`src/hw/rtl/wildcard_exclusion_filter_core_assert.svh`:
```
// ----------------------------------------------------------------------------
// Assertion macros for the wildcard exclusion filter
// Concurrent checks that are compiled away when SYNTHESIS is defined.
// ----------------------------------------------------------------------------
`ifndef WILDCARD_EXCLUSION_FILTER_CORE_ASSERT_SVH
`define WILDCARD_EXCLUSION_FILTER_CORE_ASSERT_SVH

`ifndef SYNTHESIS
// Check a property on every clock edge outside reset.
`define WEF_ASSERT(lbl, prop, msg) \
  lbl: assert property (@(posedge clk) disable iff (rst) (prop)) else $error(msg);
// Check a property on every clock edge, reset included.
`define WEF_ASSERT_ALWAYS(lbl, prop, msg) \
  lbl: assert property (@(posedge clk) (prop)) else $error(msg);
`else
`define WEF_ASSERT(lbl, prop, msg)
`define WEF_ASSERT_ALWAYS(lbl, prop, msg)
`endif

`endif

```
`src/hw/rtl/wef_pkg.sv`:
```
// ----------------------------------------------------------------------------
// wef_pkg
// Shared constants, types and match functions of the exclusion filter.
// ----------------------------------------------------------------------------
package wef_pkg;

  // Rule table geometry.
  localparam int MAX_RULES = 16;
  localparam int IDX_W     = (MAX_RULES > 1) ? $clog2(MAX_RULES) : 1;
  localparam int CNT_W     = $clog2(MAX_RULES + 1);
  localparam int RULE_W    = 46;

  // Wildcard values held in a rule field.
  localparam logic [2:0]  ANY_STAGE   = 3'h7;
  localparam logic [2:0]  ANY_TYPE    = 3'h7;
  localparam logic [7:0]  ANY_VARIANT = 8'hFF;
  localparam logic [15:0] ANY_INDEX   = 16'hFFFF;

  // Operation codes of an input word.
  localparam logic OP_ADD   = 1'b0;
  localparam logic OP_QUERY = 1'b1;

  // Configuration register indexes.
  localparam logic REG_DRAW_ENABLED = 1'b0;
  localparam logic REG_MIN_LOD      = 1'b1;

  typedef struct packed {
    logic [2:0]  stage;
    logic [2:0]  pass_type;
    logic [7:0]  variant;
    logic [15:0] pass_index;
    logic [15:0] sub_pass;
  } rule_t;

  typedef enum logic [1:0] {
    ST_IDLE,
    ST_SCAN,
    ST_DONE
  } wef_state_t;

  // A stored rule excludes the query when either index matches and the
  // remaining three fields all match.
  function automatic logic rule_match(rule_t r, rule_t q);
    logic idx_hit;
    idx_hit = (r.pass_index == ANY_INDEX) || (r.pass_index == q.pass_index) ||
              (r.sub_pass == ANY_INDEX) || (r.sub_pass == q.sub_pass);
    return idx_hit &&
           ((r.variant == ANY_VARIANT) || (r.variant == q.variant)) &&
           ((r.stage == ANY_STAGE) || (r.stage == q.stage)) &&
           ((r.pass_type == ANY_TYPE) || (r.pass_type == q.pass_type));
  endfunction

  // Exact equality of two rules, used to suppress duplicate adds.
  function automatic logic rule_equal(rule_t a, rule_t b);
    return a == b;
  endfunction

endpackage

```
`src/hw/rtl/wildcard_exclusion_filter_core.sv`:
```
// ----------------------------------------------------------------------------
// wildcard_exclusion_filter_core
// Stores exclusion rules with wildcard fields and answers drawability queries.
// ----------------------------------------------------------------------------
//
//   Channel   Handshake                 Payload
//   -------   -----------------------   ------------------------------------
//   config    psel/penable/pwrite       paddr, pwdata, prdata (pready = 1)
//   input     in_valid / in_ready       operation, stage, pass_type, variant,
//                                       pass_index, sub_pass, detail_level
//   output    out_valid / out_ready     drawable, rule_added, table_full
//
// While a word is scanned, the single read port of the rule RAM walks the
// stored rules one per cycle.
// One word is processed at a time; a finished result waits in the output
// register while the next word is accepted and scanned.
// A result that cannot leave the output register holds the scan in its final
// state. Synchronous reset empties the table at once (no clearing pass).
`include "wildcard_exclusion_filter_core_assert.svh"

module wildcard_exclusion_filter_core
  import wef_pkg::*;
(
  input  logic        clk,
  input  logic        rst,
  // Configuration port
  input  logic        psel,
  input  logic        penable,
  input  logic        pwrite,
  input  logic [2:0]  paddr,
  input  logic [31:0] pwdata,
  output logic [31:0] prdata,
  output logic        pready,
  // Input channel
  input  logic        in_valid,
  output logic        in_ready,
  input  logic        operation,
  input  logic [2:0]  stage,
  input  logic [2:0]  pass_type,
  input  logic [7:0]  variant,
  input  logic [15:0] pass_index,
  input  logic [15:0] sub_pass,
  input  logic [7:0]  detail_level,
  // Output channel
  output logic        out_valid,
  input  logic        out_ready,
  output logic        drawable,
  output logic        rule_added,
  output logic        table_full
);

  // Configuration registers.
  logic       draw_enabled;
  logic [7:0] min_lod;

  // Control state.
  wef_state_t       state, state_next;
  logic [CNT_W-1:0] rule_count, rule_count_next;
  logic [CNT_W-1:0] scan_idx, scan_idx_next;
  logic             rd_vld, rd_vld_next;
  logic             hit, hit_next;

  // Current word.
  rule_t cur_rule;
  logic  cur_op;
  logic  cur_ok;

  // RAM interface.
  logic             ram_wr_en;
  logic [IDX_W-1:0] ram_wr_addr;
  logic             ram_rd_en;
  logic [IDX_W-1:0] ram_rd_addr;
  logic [RULE_W-1:0] ram_rd_data;
  rule_t            rd_rule;

  // Result handling.
  logic in_fire;
  logic out_free;
  logic load_out;
  logic res_drawable;
  logic res_added;
  logic res_full;
  logic cfg_wr;

  assign pready = 1'b1;
  assign cfg_wr = psel && penable && pwrite && pready;

  // Configuration writes and reads; low address bits are ignored.
  always_ff @(posedge clk) begin
    if (rst) begin
      draw_enabled <= 1'b1;
      min_lod      <= 8'hFF;
    end else if (cfg_wr) begin
      case (paddr[2])
        REG_DRAW_ENABLED: draw_enabled <= pwdata[0];
        REG_MIN_LOD:      min_lod      <= pwdata[7:0];
        default:          ;
      endcase
    end
  end

  always_comb begin
    case (paddr[2])
      REG_DRAW_ENABLED: prdata = {31'd0, draw_enabled};
      REG_MIN_LOD:      prdata = {24'd0, min_lod};
      default:          prdata = '0;
    endcase
  end

  // Rule storage.
  wef_ram #(
    .WIDTH (RULE_W),
    .DEPTH (MAX_RULES)
  ) u_rule_ram (
    .clk     (clk),
    .wr_en   (ram_wr_en),
    .wr_addr (ram_wr_addr),
    .wr_data (cur_rule),
    .rd_en   (ram_rd_en),
    .rd_addr (ram_rd_addr),
    .rd_data (ram_rd_data)
  );

  assign rd_rule     = rule_t'(ram_rd_data);
  assign ram_rd_addr = scan_idx[IDX_W-1:0];
  assign ram_wr_addr = rule_count[IDX_W-1:0];

  assign in_ready = (state == ST_IDLE);
  assign in_fire  = in_valid && in_ready;
  assign out_free = !out_valid || out_ready;

  // Capture the incoming word; the query gate uses the settled config.
  always_ff @(posedge clk) begin
    if (in_fire) begin
      cur_op                <= operation;
      cur_rule.stage        <= stage;
      cur_rule.pass_type    <= pass_type;
      cur_rule.variant      <= variant;
      cur_rule.pass_index   <= pass_index;
      cur_rule.sub_pass     <= sub_pass;
      cur_ok                <= draw_enabled && (detail_level < min_lod);
    end
  end

  // Final result of the current word.
  always_comb begin
    res_drawable = 1'b0;
    res_added    = 1'b0;
    res_full     = 1'b0;
    if (cur_op == OP_QUERY) begin
      res_drawable = cur_ok && !hit;
    end else if (!hit) begin
      if (rule_count == CNT_W'(MAX_RULES)) begin
        res_full = 1'b1;
      end else begin
        res_added = 1'b1;
      end
    end
  end

  // Scan sequencer: one RAM read issued per cycle, compared in the cycle after.
  always_comb begin
    state_next      = state;
    scan_idx_next   = scan_idx;
    rd_vld_next     = 1'b0;
    hit_next        = hit;
    rule_count_next = rule_count;
    ram_rd_en       = 1'b0;
    ram_wr_en       = 1'b0;
    load_out        = 1'b0;
    case (state)
      ST_IDLE: begin
        if (in_fire) begin
          scan_idx_next = '0;
          hit_next      = 1'b0;
          state_next    = ST_SCAN;
        end
      end
      ST_SCAN: begin
        ram_rd_en = (scan_idx < rule_count);
        if (ram_rd_en) begin
          scan_idx_next = scan_idx + CNT_W'(1);
        end
        rd_vld_next = ram_rd_en;
        if (rd_vld) begin
          if (cur_op == OP_QUERY) begin
            hit_next = hit || rule_match(rd_rule, cur_rule);
          end else begin
            hit_next = hit || rule_equal(rd_rule, cur_rule);
          end
        end
        if (!ram_rd_en && !rd_vld) begin
          state_next = ST_DONE;
        end
      end
      ST_DONE: begin
        if (out_free) begin
          load_out   = 1'b1;
          ram_wr_en  = res_added;
          if (res_added) begin
            rule_count_next = rule_count + CNT_W'(1);
          end
          state_next = ST_IDLE;
        end
      end
      default: begin
        state_next = ST_IDLE;
      end
    endcase
  end

  always_ff @(posedge clk) begin
    if (rst) begin
      state      <= ST_IDLE;
      rule_count <= '0;
      scan_idx   <= '0;
      rd_vld     <= 1'b0;
      hit        <= 1'b0;
    end else begin
      state      <= state_next;
      rule_count <= rule_count_next;
      scan_idx   <= scan_idx_next;
      rd_vld     <= rd_vld_next;
      hit        <= hit_next;
    end
  end

  // Output register.
  always_ff @(posedge clk) begin
    if (rst) begin
      out_valid <= 1'b0;
    end else if (load_out) begin
      out_valid <= 1'b1;
    end else if (out_ready) begin
      out_valid <= 1'b0;
    end
  end

  always_ff @(posedge clk) begin
    if (load_out) begin
      drawable   <= res_drawable;
      rule_added <= res_added;
      table_full <= res_full;
    end
  end

  // Checks on the table bookkeeping and the scan.
  `WEF_ASSERT_ALWAYS(a_count_bound, rst || (rule_count <= CNT_W'(MAX_RULES)), "rule count over capacity")
  `WEF_ASSERT(a_read_in_range, ram_rd_en |-> (scan_idx < rule_count), "read past stored rules")
  `WEF_ASSERT(a_count_on_add, (rule_count != $past(rule_count)) |-> (out_valid && rule_added), "count moved without an added rule")
  `WEF_ASSERT(a_busy_after_accept, in_fire |=> !in_ready, "second word taken during a scan")

endmodule

```
`src/hw/rtl/wef_ram.sv`:
```
// ----------------------------------------------------------------------------
// wef_ram
// Generic single-write, single-read RAM with a registered read port.
// ----------------------------------------------------------------------------
module wef_ram #(
  parameter int WIDTH = 8,
  parameter int DEPTH = 16,
  localparam int ADDR_W = (DEPTH > 1) ? $clog2(DEPTH) : 1
) (
  input  logic              clk,
  input  logic              wr_en,
  input  logic [ADDR_W-1:0] wr_addr,
  input  logic [WIDTH-1:0]  wr_data,
  input  logic              rd_en,
  input  logic [ADDR_W-1:0] rd_addr,
  output logic [WIDTH-1:0]  rd_data
);

  logic [WIDTH-1:0] mem [DEPTH];

  // Write port.
  always_ff @(posedge clk) begin
    if (wr_en) begin
      mem[wr_addr] <= wr_data;
    end
  end

  // Registered read port.
  always_ff @(posedge clk) begin
    if (rd_en) begin
      rd_data <= mem[rd_addr];
    end
  end

endmodule

```
`config.mk`:
```
export PLATFORM = sky130hd
export DESIGN_NAME = wildcard_exclusion_filter_core
export DESIGN_NICKNAME = d
export VERILOG_FILES = /design/src/hw/rtl/wef_pkg.sv /design/src/hw/rtl/wildcard_exclusion_filter_core.sv /design/src/hw/rtl/wef_ram.sv
export VERILOG_INCLUDE_DIRS = /design/src /design/src/hw/rtl
export SDC_FILE = /design/constraint.sdc
export NUM_CORES = 1
export LEC_CHECK = 0
export BUFFER_PORTS_ARGS = -buffer_cell sky130_fd_sc_hd__buf_2
export CAP_MARGIN = 5
export CORE_MARGIN = 2
export CORE_UTILIZATION = 55
export CTS_BUF_LIST = sky130_fd_sc_hd__clkbuf_16
export DETAILED_ROUTE_END_ITERATION = 8
export PLACE_DENSITY = 0.72
export SLEW_MARGIN = 15
export SYNTH_ARGS = -nofsm -noshare
export SYNTH_HDL_FRONTEND = slang
export SYNTH_HIERARCHICAL = 1
export SYNTH_SLANG_ARGS = --single-unit
```
`constraint.sdc`:
```
create_clock -name clk -period 9 [get_ports clk]
set_input_delay 0.45 -clock clk [delete_from_list [all_inputs] [get_ports clk]]
set_output_delay 0.45 -clock clk [all_outputs]
set_load 0.1 [all_outputs]
```
==> results.cfg <==
[global_route]
grt-busiest-layer = met2
use_met1_pct = 31.3
first_global_vias = 15800
grtUsageTotal_pct = 22.2
grt_use_met3_pct = 4.33
grt_max_degree = 116
grt_overflow_total = 0
grt_use_met2_pct = 35.9
grt_pass1_wl_mm = 99.1
antenna_found_initial = 1

[power_and_ir_drop]
p_sw_share_pct = 20.6
power.density_nw_per_um2 = 214
comb_power_share_pct = 2.5
ir_worst_vdd_uv = 142
total_power_uw = 7920
internal_power_uw = 6290
power.leakage_uw = 0.0116
pwr-share-seq_pct = 56.8
switchingPower_uw = 1630
clkPwrFrac_pct = 40.6

[min_path]
hold_class = input port to flip-flop

[place]
pre_cts_slack_ns = 4.90
port_buffers = 83
gp_congestion = 0.779
hpwl_mm = 32.8

[sta]
rsz0062_at_grt = false
hold_viol = 0
tns_ns = 0
drv_slew = 0
final-setup-viol-count = 0
max_freq_ghz = 0.243
period_share_pct = 45.6
worstMarginPinSlew_ns = 1.15
slew_headroom_pct = 22.7
holdWs_ns = 0.0327
fin_worst_skew_ns = 0.0239
fin_ws_ns = 4.89
finalCriticalPeriod_ns = 4.11

[worst_setup_path]
required_ns = 9.23
crit_path_start_kind = flip-flop
max_stage_delay_ns = 0.87
path_cells = inv_1 > ha_1 > a311oi_1 > and2_1 > nand3_1 > nor3_2 > buf_4
critical_path_class = flip-flop to flip-flop
cp.arrival_ns = 4.34
crit_buf_inv = 2
cp_max_fo = 37
cp_slowest_cell = nor3_2
critPathTopFamily = simple AND/OR/NAND/NOR gates
end_kind = flip-flop

[layout]
layout_common_cells = edfxtp_1 (833), mux4_2 (184), a22oi_1 (92), clkbuf_16 (85), buf_2 (83)
drive_above_1_share_pct = 24.6
utilization_pct = 62.7
mostFrequentLayoutCell = edfxtp_1
layout.nets = 1811
area_delta_synth_final_pct = 12.8
final.fill_count = 3943

[synthesis]
synth_top_area_share_pct = 76.3
avgSynthCellArea_um2 = 21.4
syn_area_um2 = 32800
synth-async-reset-ratio_pct = 0
synth.area.top_cells = edfxtp_1 (76%), mux4_2 (13%), a22oi_1 (2.1%)
synth_top_area_cell = edfxtp_1
ys_types = 51
yosys_warnings = 6
synth_seq_cells = 857
ys_seq_area_share_pct = 77.7
ys.flop_type = edfxtp_1
netlist_instances = 1532
synth_edf_count = 833

[die]
ioPinCount = 135
chipHeight_um = 248
die_w_um = 248
core_um2 = 59000
floorplan.initialDensity_pct = 55.6
dieArea_um2 = 61600
fp-row-count = 89

[clock_tree]
cts.htree.levels = 3
cts_made_buffers = 83
cts.sinks = 857
clock_latency_ns = 0.63
cts_root_buf = clkbuf_16
cts.clk_slew.worst_paths_ns = 0.06
cts_tree = yes
clockBufferDepth = 3

[run]
maxCapViolCount = 0

[outcome]
run_status = complete, no violations

[drt]
wl_per_cell_um = 26.2
first_pass_iters = 5
drc = 0
ant_nets = 0
vias = 15700
wl_mm = 66.6
first_iter_violations = 1599
via_per_inst = 6.19
==> power groups by stage <==
stage	clock, µW	sequential, µW	combinational (µW)
3_3_place_gp	0	4580	184
6_report	3220	4500	199
4_1_cts	3290	4500	200
3_5_place_dp	0	4590	186
5_1_grt	3430	4510	212
2_1_floorplan	0	4560	146
==> final timing paths <==
| path | startpoint | to | slack (ns) | depth (start not counted) |
|---|---|---|---|---|
| worst max-delay path | rule_count[0] | u_rule_ram/mem[12][15] | 4.89 | 7 |
| worst min-delay path | sub_pass[4] | cur_rule[4] | 0.03 | 1 |
| worst max register to register | rule_count[0] | u_rule_ram/mem[12][15] | 4.89 | 7 |
| worst min register to register | rd_vld | state[1] | 0.45 | 1 |
==> flip-flops by register name, indices dropped and copies added (netlist names) <==
register            count
u_rule_ram/mem        736
cur_rule               46
u_rule_ram/rd_data     46
min_lod                 8
rule_count              5
scan_idx                5
state                   2
cur_ok                  1
cur_op                  1
draw_enabled            1
drawable                1
hit                     1
out_valid               1
rd_vld                  1
rule_added              1
table_full              1
==> timing repair <==
item,in CTS,in global routing
buffers inserted,0,0
hold endpoints to repair,38,0
setup endpoints to repair,0,0
resized for setup,0,0
hold buffers,38,0
==> cell type report <==
class	count	area, µm²	area share (%)
tap	773	967	2.61
timing repair buffer	150	1030	2.77
antenna	1	2.50	0.00676
inverter	20	75.1	0.203
clock buffer	85	2130	5.75
sequential	857	25500	68.9
multi-input combinational	588	6900	18.7
clock inverter	66	393	1.06
==> metrics by stage <==
stage	area, µm²	instances
2_1_floorplan	32900	1555
3_3_place_gp	34100	2350
3_5_place_dp	34100	2350
4_1_cts	37000	2539
5_1_grt	37000	2539
6_report	37000	2540
==> Yosys cell counts, types with 2 or more instances <==
library cell  count
nand2b_1          9
and2_1            9
o211ai_1          7
xnor2_1          31
nor4_1           10
nand3_1           5
a211oi_1          4
clkbuf_1         28
conb_1            2
nand4_1          20
nor2_1           34
nand2_1          63
o31ai_1           2
nor2b_1           3
buf_6             9
or3_1             3
a22oi_1          92
o21ai_0           3
dfxtp_1          24
buf_2             5
o221ai_1          2
or4_1             2
a21oi_1           7
edfxtp_1        833
buf_1            14
nor3_1            7
a21o_1            4
nand3b_1          4
a22o_1            2
buf_4            34
mux4_2          184
ha_1             14
xor2_1           22
or3b_2            2
inv_1            20
a31oi_1           2
a211o_1           2
==> per-layer routing <==
metal | part of all wire [%] | wire length, µm | up-vias
met5 | 0 | 0 | -
met4 | 2.1 | 1370 | 0
met3 | 8.7 | 5790 | 104
met2 | 49 | 32600 | 734
met1 | 40 | 26900 | 8213
li1 | - | - | 6659
==> kinds of logic (layout without fill, tap and decap cells) <==
| kind of cell | after synthesis | after routing | share of synthesized area [%] |
|---|---|---|---|
| AND/OR/NAND/NOR | 175 | 175 | 2.61 |
| AO/OA/AOI/OAI | 135 | 135 | 3.09 |
| multiplexers | 186 | 186 | 12.7 |
| XOR/XNOR | 53 | 53 | 1.42 |
| adder cells (fa/ha/maj) | 14 | 14 | 0.534 |
| buffers and inverters | 110 | 321 | 1.87 |
| other | 2 | 26 | 0.0229 |
| flip-flops | 857 | 857 | 77.7 |
Note: power is estimated with default switching activity, not from simulation.
